File: src/rtl/hsv2rgb_pkg.sv
`default_nettype none

package hsv2rgb_pkg;

    localparam int HUE_W       = 15;
    localparam int CH_W        = 8;
    localparam int SEC_W       = 4;
    localparam int REM_W       = 12;
    localparam int PROD_W      = 2 * CH_W;
    localparam int NUM_SECTORS = 8;
    localparam int SECTOR_SPAN = 3840;
    localparam int STAGES      = 5;

    // floor(x / 15) = (x * 17477) >> 18 for x < 3840
    localparam int RECIP15       = 17477;
    localparam int RECIP15_W     = 15;
    localparam int RECIP15_SHIFT = 18;

    localparam logic [SEC_W-1:0] SECTOR_0 = 4'd0;
    localparam logic [SEC_W-1:0] SECTOR_1 = 4'd1;
    localparam logic [SEC_W-1:0] SECTOR_2 = 4'd2;
    localparam logic [SEC_W-1:0] SECTOR_3 = 4'd3;
    localparam logic [SEC_W-1:0] SECTOR_4 = 4'd4;

    localparam logic [CH_W-1:0] CH_MAX = 8'd255;

    // floor(x / 255) for 16-bit x below 65280, which covers any product of two 8-bit values
    function automatic logic [CH_W-1:0] div255(input logic [PROD_W-1:0] x);
        logic [PROD_W:0] sum;
        sum = {1'b0, x} + {{(CH_W+1){1'b0}}, x[PROD_W-1:CH_W]} + {{PROD_W{1'b0}}, 1'b1};
        return sum[PROD_W-1:CH_W];
    endfunction

endpackage

`default_nettype wire

File: src/rtl/hsv_to_rgb_converter.sv
// 5 register stages, r1 through r5; o_valid is the valid bit of stage 5.
// Throughput: one item per cycle while i_ready stays high; stages advance
// independently, so bubbles are squeezed out and a stalled output stalls
// only the stages behind it. Depth is set by the divide-by-3840 sector
// split, the divide-by-15 multiply, the two multiply stages and the
// divide-by-255 with sector select. Reset (synchronous, active low) clears
// all valid bits.
`default_nettype none

module hsv_to_rgb_converter
    import hsv2rgb_pkg::*;
(
    input  wire logic              i_clk,
    input  wire logic              i_rst_n,
    input  wire logic              i_valid,
    output logic                   o_ready,
    input  wire logic [HUE_W-1:0]  i_hue,
    input  wire logic [CH_W-1:0]   i_saturation,
    input  wire logic [CH_W-1:0]   i_brightness,
    output logic                   o_valid,
    input  wire logic              i_ready,
    output logic [CH_W-1:0]        o_red,
    output logic [CH_W-1:0]        o_green,
    output logic [CH_W-1:0]        o_blue
);

    logic [STAGES:1] r_vld;
    logic [STAGES:1] en;

    // stage 1
    logic [SEC_W-1:0]  r1_sec;
    logic [REM_W-1:0]  r1_rem;
    logic [CH_W-1:0]   r1_s, r1_v;
    // stage 2
    logic [SEC_W-1:0]  r2_sec;
    logic [CH_W-1:0]   r2_f, r2_s, r2_v;
    // stage 3
    logic [SEC_W-1:0]  r3_sec;
    logic [CH_W-1:0]   r3_v;
    logic [PROD_W-1:0] r3_sf, r3_st, r3_pp;
    // stage 4
    logic [SEC_W-1:0]  r4_sec;
    logic [CH_W-1:0]   r4_v, r4_p;
    logic [PROD_W-1:0] r4_pq, r4_pt;
    // stage 5
    logic [CH_W-1:0]   r5_r, r5_g, r5_b;

    logic [SEC_W-1:0]  n1_sec;
    logic [HUE_W-1:0]  n1_base;
    logic [HUE_W-1:0]  n1_diff;
    logic [REM_W+RECIP15_W-1:0] n2_prod;
    logic [PROD_W:0]   n3_st;
    logic [CH_W-1:0]   n4_qf, n4_tf;
    logic [CH_W-1:0]   n5_q, n5_t;
    logic [CH_W-1:0]   n5_r, n5_g, n5_b;

    always_comb begin
        en[STAGES] = !r_vld[STAGES] || i_ready;
        for (int k = STAGES - 1; k >= 1; k--) begin
            en[k] = !r_vld[k] || en[k+1];
        end
    end

    assign o_ready = en[1];
    assign o_valid = r_vld[STAGES];

    always_ff @(posedge i_clk) begin
        if (!i_rst_n) begin
            r_vld <= '0;
        end else begin
            if (en[1]) begin
                r_vld[1] <= i_valid;
            end
            for (int k = 2; k <= STAGES; k++) begin
                if (en[k]) begin
                    r_vld[k] <= r_vld[k-1];
                end
            end
        end
    end

    always_comb begin
        n1_sec  = SECTOR_0;
        n1_base = '0;
        for (int k = 1; k <= NUM_SECTORS; k++) begin
            if (i_hue >= HUE_W'(k * SECTOR_SPAN)) begin
                n1_sec  = SEC_W'(k);
                n1_base = HUE_W'(k * SECTOR_SPAN);
            end
        end
        n1_diff = i_hue - n1_base;
    end

    assign n2_prod = {{RECIP15_W{1'b0}}, r1_rem} * (REM_W + RECIP15_W)'(RECIP15);
    assign n3_st   = (PROD_W + 1)'(r2_s) * ((PROD_W + 1)'(256) - (PROD_W + 1)'(r2_f));
    assign n4_qf   = CH_MAX - r3_sf[PROD_W-1:CH_W];
    assign n4_tf   = CH_MAX - r3_st[PROD_W-1:CH_W];
    assign n5_q    = div255(r4_pq);
    assign n5_t    = div255(r4_pt);

    always_comb begin
        unique case (r4_sec)
            SECTOR_0: begin n5_r = r4_v; n5_g = n5_t; n5_b = r4_p; end
            SECTOR_1: begin n5_r = n5_q; n5_g = r4_v; n5_b = r4_p; end
            SECTOR_2: begin n5_r = r4_p; n5_g = r4_v; n5_b = n5_t; end
            SECTOR_3: begin n5_r = r4_p; n5_g = n5_q; n5_b = r4_v; end
            SECTOR_4: begin n5_r = n5_t; n5_g = r4_p; n5_b = r4_v; end
            default:  begin n5_r = r4_v; n5_g = r4_p; n5_b = n5_q; end
        endcase
    end

    always_ff @(posedge i_clk) begin
        if (en[1]) begin
            r1_sec <= n1_sec;
            r1_rem <= n1_diff[REM_W-1:0];
            r1_s   <= i_saturation;
            r1_v   <= i_brightness;
        end
        if (en[2]) begin
            r2_sec <= r1_sec;
            r2_f   <= n2_prod[RECIP15_SHIFT+CH_W-1:RECIP15_SHIFT];
            r2_s   <= r1_s;
            r2_v   <= r1_v;
        end
        if (en[3]) begin
            r3_sec <= r2_sec;
            r3_v   <= r2_v;
            r3_sf  <= PROD_W'(r2_s) * PROD_W'(r2_f);
            r3_st  <= n3_st[PROD_W-1:0];
            r3_pp  <= PROD_W'(r2_v) * PROD_W'(CH_MAX - r2_s);
        end
        if (en[4]) begin
            r4_sec <= r3_sec;
            r4_v   <= r3_v;
            r4_p   <= div255(r3_pp);
            r4_pq  <= PROD_W'(r3_v) * PROD_W'(n4_qf);
            r4_pt  <= PROD_W'(r3_v) * PROD_W'(n4_tf);
        end
        if (en[5]) begin
            r5_r <= n5_r;
            r5_g <= n5_g;
            r5_b <= n5_b;
        end
    end

    assign o_red   = r5_r;
    assign o_green = r5_g;
    assign o_blue  = r5_b;

endmodule

`default_nettype wire

File: config.mk
export PLATFORM = sky130hd
export DESIGN_NAME = hsv_to_rgb_converter
export DESIGN_NICKNAME = d
export VERILOG_FILES = /design/src/rtl/hsv2rgb_pkg.sv /design/src/rtl/hsv_to_rgb_converter.sv
export SDC_FILE = /design/constraint.sdc
export NUM_CORES = 1
export LEC_CHECK = 0
export BUFFER_PORTS_ARGS = -buffer_cell sky130_fd_sc_hd__buf_2
export CORE_MARGIN = 2
export CORE_UTILIZATION = 70
export DETAILED_ROUTE_END_ITERATION = 7
export GPL_TIMING_DRIVEN = 1
export PLACE_DENSITY = 0.94
export SYNTH_ARGS = -nofsm -noshare
export SYNTH_HDL_FRONTEND = slang
export SYNTH_SLANG_ARGS = --single-unit
File: constraint.sdc
create_clock -name i_clk -period 16.5 [get_ports i_clk]
set_input_delay 1.65 -clock i_clk [delete_from_list [all_inputs] [get_ports i_clk]]
set_output_delay 1.65 -clock i_clk [all_outputs]
set_load 0.01 [all_outputs]
==> metrics.yaml <==
cells_and_area:
  layout.filler_cells: 1660
  multi_input_combinational_cell_area_um2: 12580
  final_nets: 2434
  flow.area_growth_from_synthesis_pct: 6.179
  seq_area_um2: 5505
  antenna-diode-count: 0
  layout-drive-gt1-share_pct: 6.087
placed_design:
  dp_hpwl_um: 33030
  io_buffer_count: 60
  gpl.final_weighted_congestion: 0.9106
worst_setup_path:
  crit_slowest_cell: "sky130_fd_sc_hd__fa_1"
  critical_path_arrival_ns: 6.07
  max_stage_delay_ns: 0.54
  setup.worst_path.end_class: "flop"
  timing.setup.critical_path_class: "flop to flop"
  timing.reg2reg.worst_path_depth: 20
  reg2reg_slack_ns: 10.64
  critical-path-top-cell-by-count: "sky130_fd_sc_hd__fa_1"
  worst-path-stages: 20
  timing.critical_path.from_type: "flop"
  buf_inv_on_cp: 4
  crit_family: "adder cells"
  worst_path_cell_trace: "inv_2 -> ha_1 -> nand2_1 -> or3_1 -> xor2_1 -> nand2_1 -> fa_1 -> inv_1 -> fa_1 -> inv_1 -> fa_1 -> inv_1 -> fa_1 -> ha_1 -> nor3_1 -> a211oi_2 -> nor3_1 -> o21bai_1 -> a211oi_1 -> nor2_1"
  critPathMaxFanout: 9
  r2r_end: "r3_st[13]$_DFFE_PP_"
  crit_required_ns: 16.71
  timing.rr.start: "r2_f[1]$_DFFE_PP_"
clock_network:
  clock_tree.htree_level_count: 4
  clock_input_transition_at_the_sequential_cells_of_the_worst_setup_and_hold_paths_ns: 0.08
  post_cts_sizing: 0
  post_cts_hold_buffer_count: 0
  clockBufferDepth: 2
  cts_tree: "yes"
  clock_sink_count: 185
  postCtsSetupRepairBufs: 0
  cts_inserted_buffers: 17
  root_buf_cell: "sky130_fd_sc_hd__clkbuf_16"
  insertion_delay_ns: 0.46
die:
  fp.dieH_um: 171.3
  core_region_area_um2: 27710
  initial_utilization_pct: 70.75
  ioPinCount: 61
  die-width_um: 171.3
  row_count: 61
  die_area_um2: 29360
detailed_routing:
  wl_per_cell_um: 18.78
  total_routed_wirelength_um: 43820
  vias_per_cell: 5.961
  drt.antenna.violating_nets: 0
  detail_route.drc_violations: 0
  dr.first_iter.drc_count: 1188
  firstDrtPassIters: 8
  route.vias.total: 13910
hold_path:
  min_path_type: "flop to flop"
  hold_path_end: "r2_s[6]$_DFFE_PP_"
  hold_path_depth: 0
  holdCritStartpoint: "r1_s[6]$_DFFE_PP_"
synthesis:
  cell_taking_the_most_area_after_synthesis: "sky130_fd_sc_hd__edfxtp_1"
  yosys_most_used_dff: "sky130_fd_sc_hd__edfxtp_1"
  synth_sequential_area_ratio_pct: 28.09
  ys.warnings.count: 0
  netlist.area_leader.share_pct: 27.58
  post_synth_instance_area_um2: 19600
  synth.top_cells.by_area: "sky130_fd_sc_hd__edfxtp_1, sky130_fd_sc_hd__fa_1, sky130_fd_sc_hd__ha_1, sky130_fd_sc_hd__inv_1, sky130_fd_sc_hd__nor2b_1"
  ys_seq_elements: 185
  synthesis.instances: 1908
  average_size_of_a_mapped_cell_um2: 10.27
  mappedNetlistNets: 2400
  synth_async_sr_flop_share_pct: 0
  synth.distinct_cells: 77
  synth-edff-count: 180
global_routing:
  gr_layer_usage_met1_pct: 36.98
  wire_length_of_the_first_global_routing_pass_um: 71110
  number_of_antenna_violations_at_the_first_check_in_global_routing: 0
  gr-total-overflow: 0
  grt.total_usage_pct: 31.30
  grt.met3_usage_pct: 4.257
  pin_count_of_the_biggest_net_entering_global_routing: 53
  grt_most_used_layer: "met2"
  grt_util_met2_pct: 56.43
  first_global_vias: 14460
sta:
  timing.final.max_slew_violations: 0
  layout_min_cycle_time_ns: 5.862
  max_clock_freq_ghz: 0.1706
  finalCritPeriodShare_pct: 35.53
  tightestPinTransition_ns: 1.212
  count_of_final_hold_check_violations: 0
  clock_skew_ns: 0.01340
  finalSetupTns_ns: 0
  grt_setup_unrepaired: "no"
  timing.slew.headroom_pct: 19.01
  report.final.setup_viol: 0
flow_run:
  maxCapViolations: 0
run_status:
  run_status: "completed"
[cell usage in the layout, fill, tap and decap left out, types with 4 or more instances in the layout]
cell type / count
sky130_fd_sc_hd__nor2_1: 63
sky130_fd_sc_hd__clkinv_8: 4
sky130_fd_sc_hd__o31ai_1: 9
sky130_fd_sc_hd__o22ai_1: 4
sky130_fd_sc_hd__dfxtp_1: 5
sky130_fd_sc_hd__nand4_1: 8
sky130_fd_sc_hd__inv_1: 350
sky130_fd_sc_hd__a21o_1: 12
sky130_fd_sc_hd__a21boi_0: 9
sky130_fd_sc_hd__mux2i_1: 4
sky130_fd_sc_hd__a211oi_1: 9
sky130_fd_sc_hd__o22a_1: 4
sky130_fd_sc_hd__and2_1: 74
sky130_fd_sc_hd__a22oi_1: 7
sky130_fd_sc_hd__o211ai_1: 13
sky130_fd_sc_hd__or3_1: 11
sky130_fd_sc_hd__ha_1: 255
sky130_fd_sc_hd__xnor2_1: 58
sky130_fd_sc_hd__clkbuf_16: 17
sky130_fd_sc_hd__nor2b_1: 106
sky130_fd_sc_hd__xor2_1: 23
sky130_fd_sc_hd__a21oi_1: 48
sky130_fd_sc_hd__nand3_1: 24
sky130_fd_sc_hd__nand2b_1: 100
sky130_fd_sc_hd__nor3_1: 23
sky130_fd_sc_hd__nand2_1: 115
sky130_fd_sc_hd__buf_2: 60
sky130_fd_sc_hd__edfxtp_1: 180
sky130_fd_sc_hd__and3_1: 6
sky130_fd_sc_hd__a31oi_1: 11
sky130_fd_sc_hd__o21ai_0: 47
sky130_fd_sc_hd__o21bai_1: 6
sky130_fd_sc_hd__fa_1: 202
sky130_fd_sc_hd__o21a_1: 18
[area by class of cell]
type                            count  share of cell area (%)
Multi-Input combinational cell   1323                   60.42
Inverter                          352                   6.348
Tap cell                          378                   2.272
Clock buffer                       17                   2.044
Sequential cell                   185                   26.45
Timing Repair Buffer               63                   1.551
Clock inverter                     15                  0.9078
[Yosys cell counts (4+ instances only)]
library cell / n
sky130_fd_sc_hd__a211oi_1: 9
sky130_fd_sc_hd__a21boi_0: 9
sky130_fd_sc_hd__a21o_1: 12
sky130_fd_sc_hd__a21oi_1: 48
sky130_fd_sc_hd__a22oi_1: 7
sky130_fd_sc_hd__a31oi_1: 11
sky130_fd_sc_hd__and2_1: 74
sky130_fd_sc_hd__and3_1: 6
sky130_fd_sc_hd__clkbuf_1: 43
sky130_fd_sc_hd__dfxtp_1: 5
sky130_fd_sc_hd__edfxtp_1: 180
sky130_fd_sc_hd__fa_1: 202
sky130_fd_sc_hd__ha_1: 255
sky130_fd_sc_hd__inv_1: 350
sky130_fd_sc_hd__mux2i_1: 4
sky130_fd_sc_hd__nand2_1: 116
sky130_fd_sc_hd__nand2b_1: 100
sky130_fd_sc_hd__nand3_1: 24
sky130_fd_sc_hd__nand4_1: 8
sky130_fd_sc_hd__nor2_1: 63
sky130_fd_sc_hd__nor2b_1: 106
sky130_fd_sc_hd__nor3_1: 23
sky130_fd_sc_hd__o211ai_1: 13
sky130_fd_sc_hd__o21a_1: 18
sky130_fd_sc_hd__o21ai_0: 47
sky130_fd_sc_hd__o21bai_1: 6
sky130_fd_sc_hd__o22a_1: 4
sky130_fd_sc_hd__o22ai_1: 4
sky130_fd_sc_hd__o31ai_1: 9
sky130_fd_sc_hd__or3_1: 11
sky130_fd_sc_hd__xnor2_1: 58
sky130_fd_sc_hd__xor2_1: 23
[layer usage]
layer / vias to the layer above / share of wire, %
met5: - / 0
met4: 0 / 4.4
met3: 156 / 6.0
met2: 613 / 52
met1: 6817 / 38
li1: 6320 / -
[stage by stage]
| step | hold WS [ns] | worst slack [ns] | util, % | instance area (um^2) | cells |
|---|---|---|---|---|---|
| 2_1_floorplan | 0.4003 | 11.25 | - | 19600 | 1908 |
| 3_3_place_gp | 0.4021 | 10.97 | 72.90 | 20200 | 2301 |
| 3_5_place_dp | 0.4045 | 10.80 | 72.90 | 20200 | 2301 |
| 4_1_cts | 0.4219 | 10.69 | 75.12 | 20810 | 2333 |
| 5_1_grt | 0.4329 | 10.34 | 75.12 | 20810 | 2333 |
| 6_report | 0.4193 | 10.64 | 75.12 | 20810 | 2333 |
[kinds of logic (layout without fill, tap and decap cells)]
family	count (synthesis)	after routing	synth area share, %
flops	185	185	28.09
fa+ha+maj	458	458	36.96
buf+inv	400	447	7.768
mux	4	4	0.2043
simple gates	543	543	14.88
xor+xnor	81	81	3.619
compound gates	237	237	8.483
[sequential cells by signal, summed over array words and instances (netlist names), 12 cells and up]
signal  cells
r4_pq      16
r4_pt      16
r3_pp      16
r1_rem     12
[worst max-delay path by stage]
stage                                to              start  slack [ns]
global placement    r3_st[15]$_DFFE_PP_  r2_f[1]$_DFFE_PP_       10.97
global route        r3_st[13]$_DFFE_PP_  r2_f[1]$_DFFE_PP_       10.34
floorplan           r3_st[15]$_DFFE_PP_  r2_f[0]$_DFFE_PP_       11.25
detailed placement  r3_st[15]$_DFFE_PP_  r2_f[1]$_DFFE_PP_       10.80
finish              r3_st[13]$_DFFE_PP_  r2_f[1]$_DFFE_PP_       10.64
CTS                 r3_st[15]$_DFFE_PP_  r2_f[1]$_DFFE_PP_       10.69
[worst reg2reg max path, stage by stage, from the launching register on]
cell                       delay, ns
sky130_fd_sc_hd__edfxtp_1       0.51
sky130_fd_sc_hd__inv_2          0.14
sky130_fd_sc_hd__ha_1           0.19
sky130_fd_sc_hd__nand2_1        0.10
sky130_fd_sc_hd__or3_1          0.39
sky130_fd_sc_hd__xor2_1         0.52
sky130_fd_sc_hd__nand2_1        0.16
sky130_fd_sc_hd__fa_1           0.52
sky130_fd_sc_hd__inv_1          0.05
sky130_fd_sc_hd__fa_1           0.51
sky130_fd_sc_hd__inv_1          0.06
sky130_fd_sc_hd__fa_1           0.54
sky130_fd_sc_hd__inv_1          0.06
sky130_fd_sc_hd__fa_1           0.44
sky130_fd_sc_hd__ha_1           0.21
sky130_fd_sc_hd__nor3_1         0.29
sky130_fd_sc_hd__a211oi_2       0.13
sky130_fd_sc_hd__nor3_1         0.28
sky130_fd_sc_hd__o21bai_1       0.14
sky130_fd_sc_hd__a211oi_1       0.31
sky130_fd_sc_hd__nor2_1         0.08
Power is not shown: default switching activity piles up to over one toggle a cycle in this logic, so the estimate is an artifact.
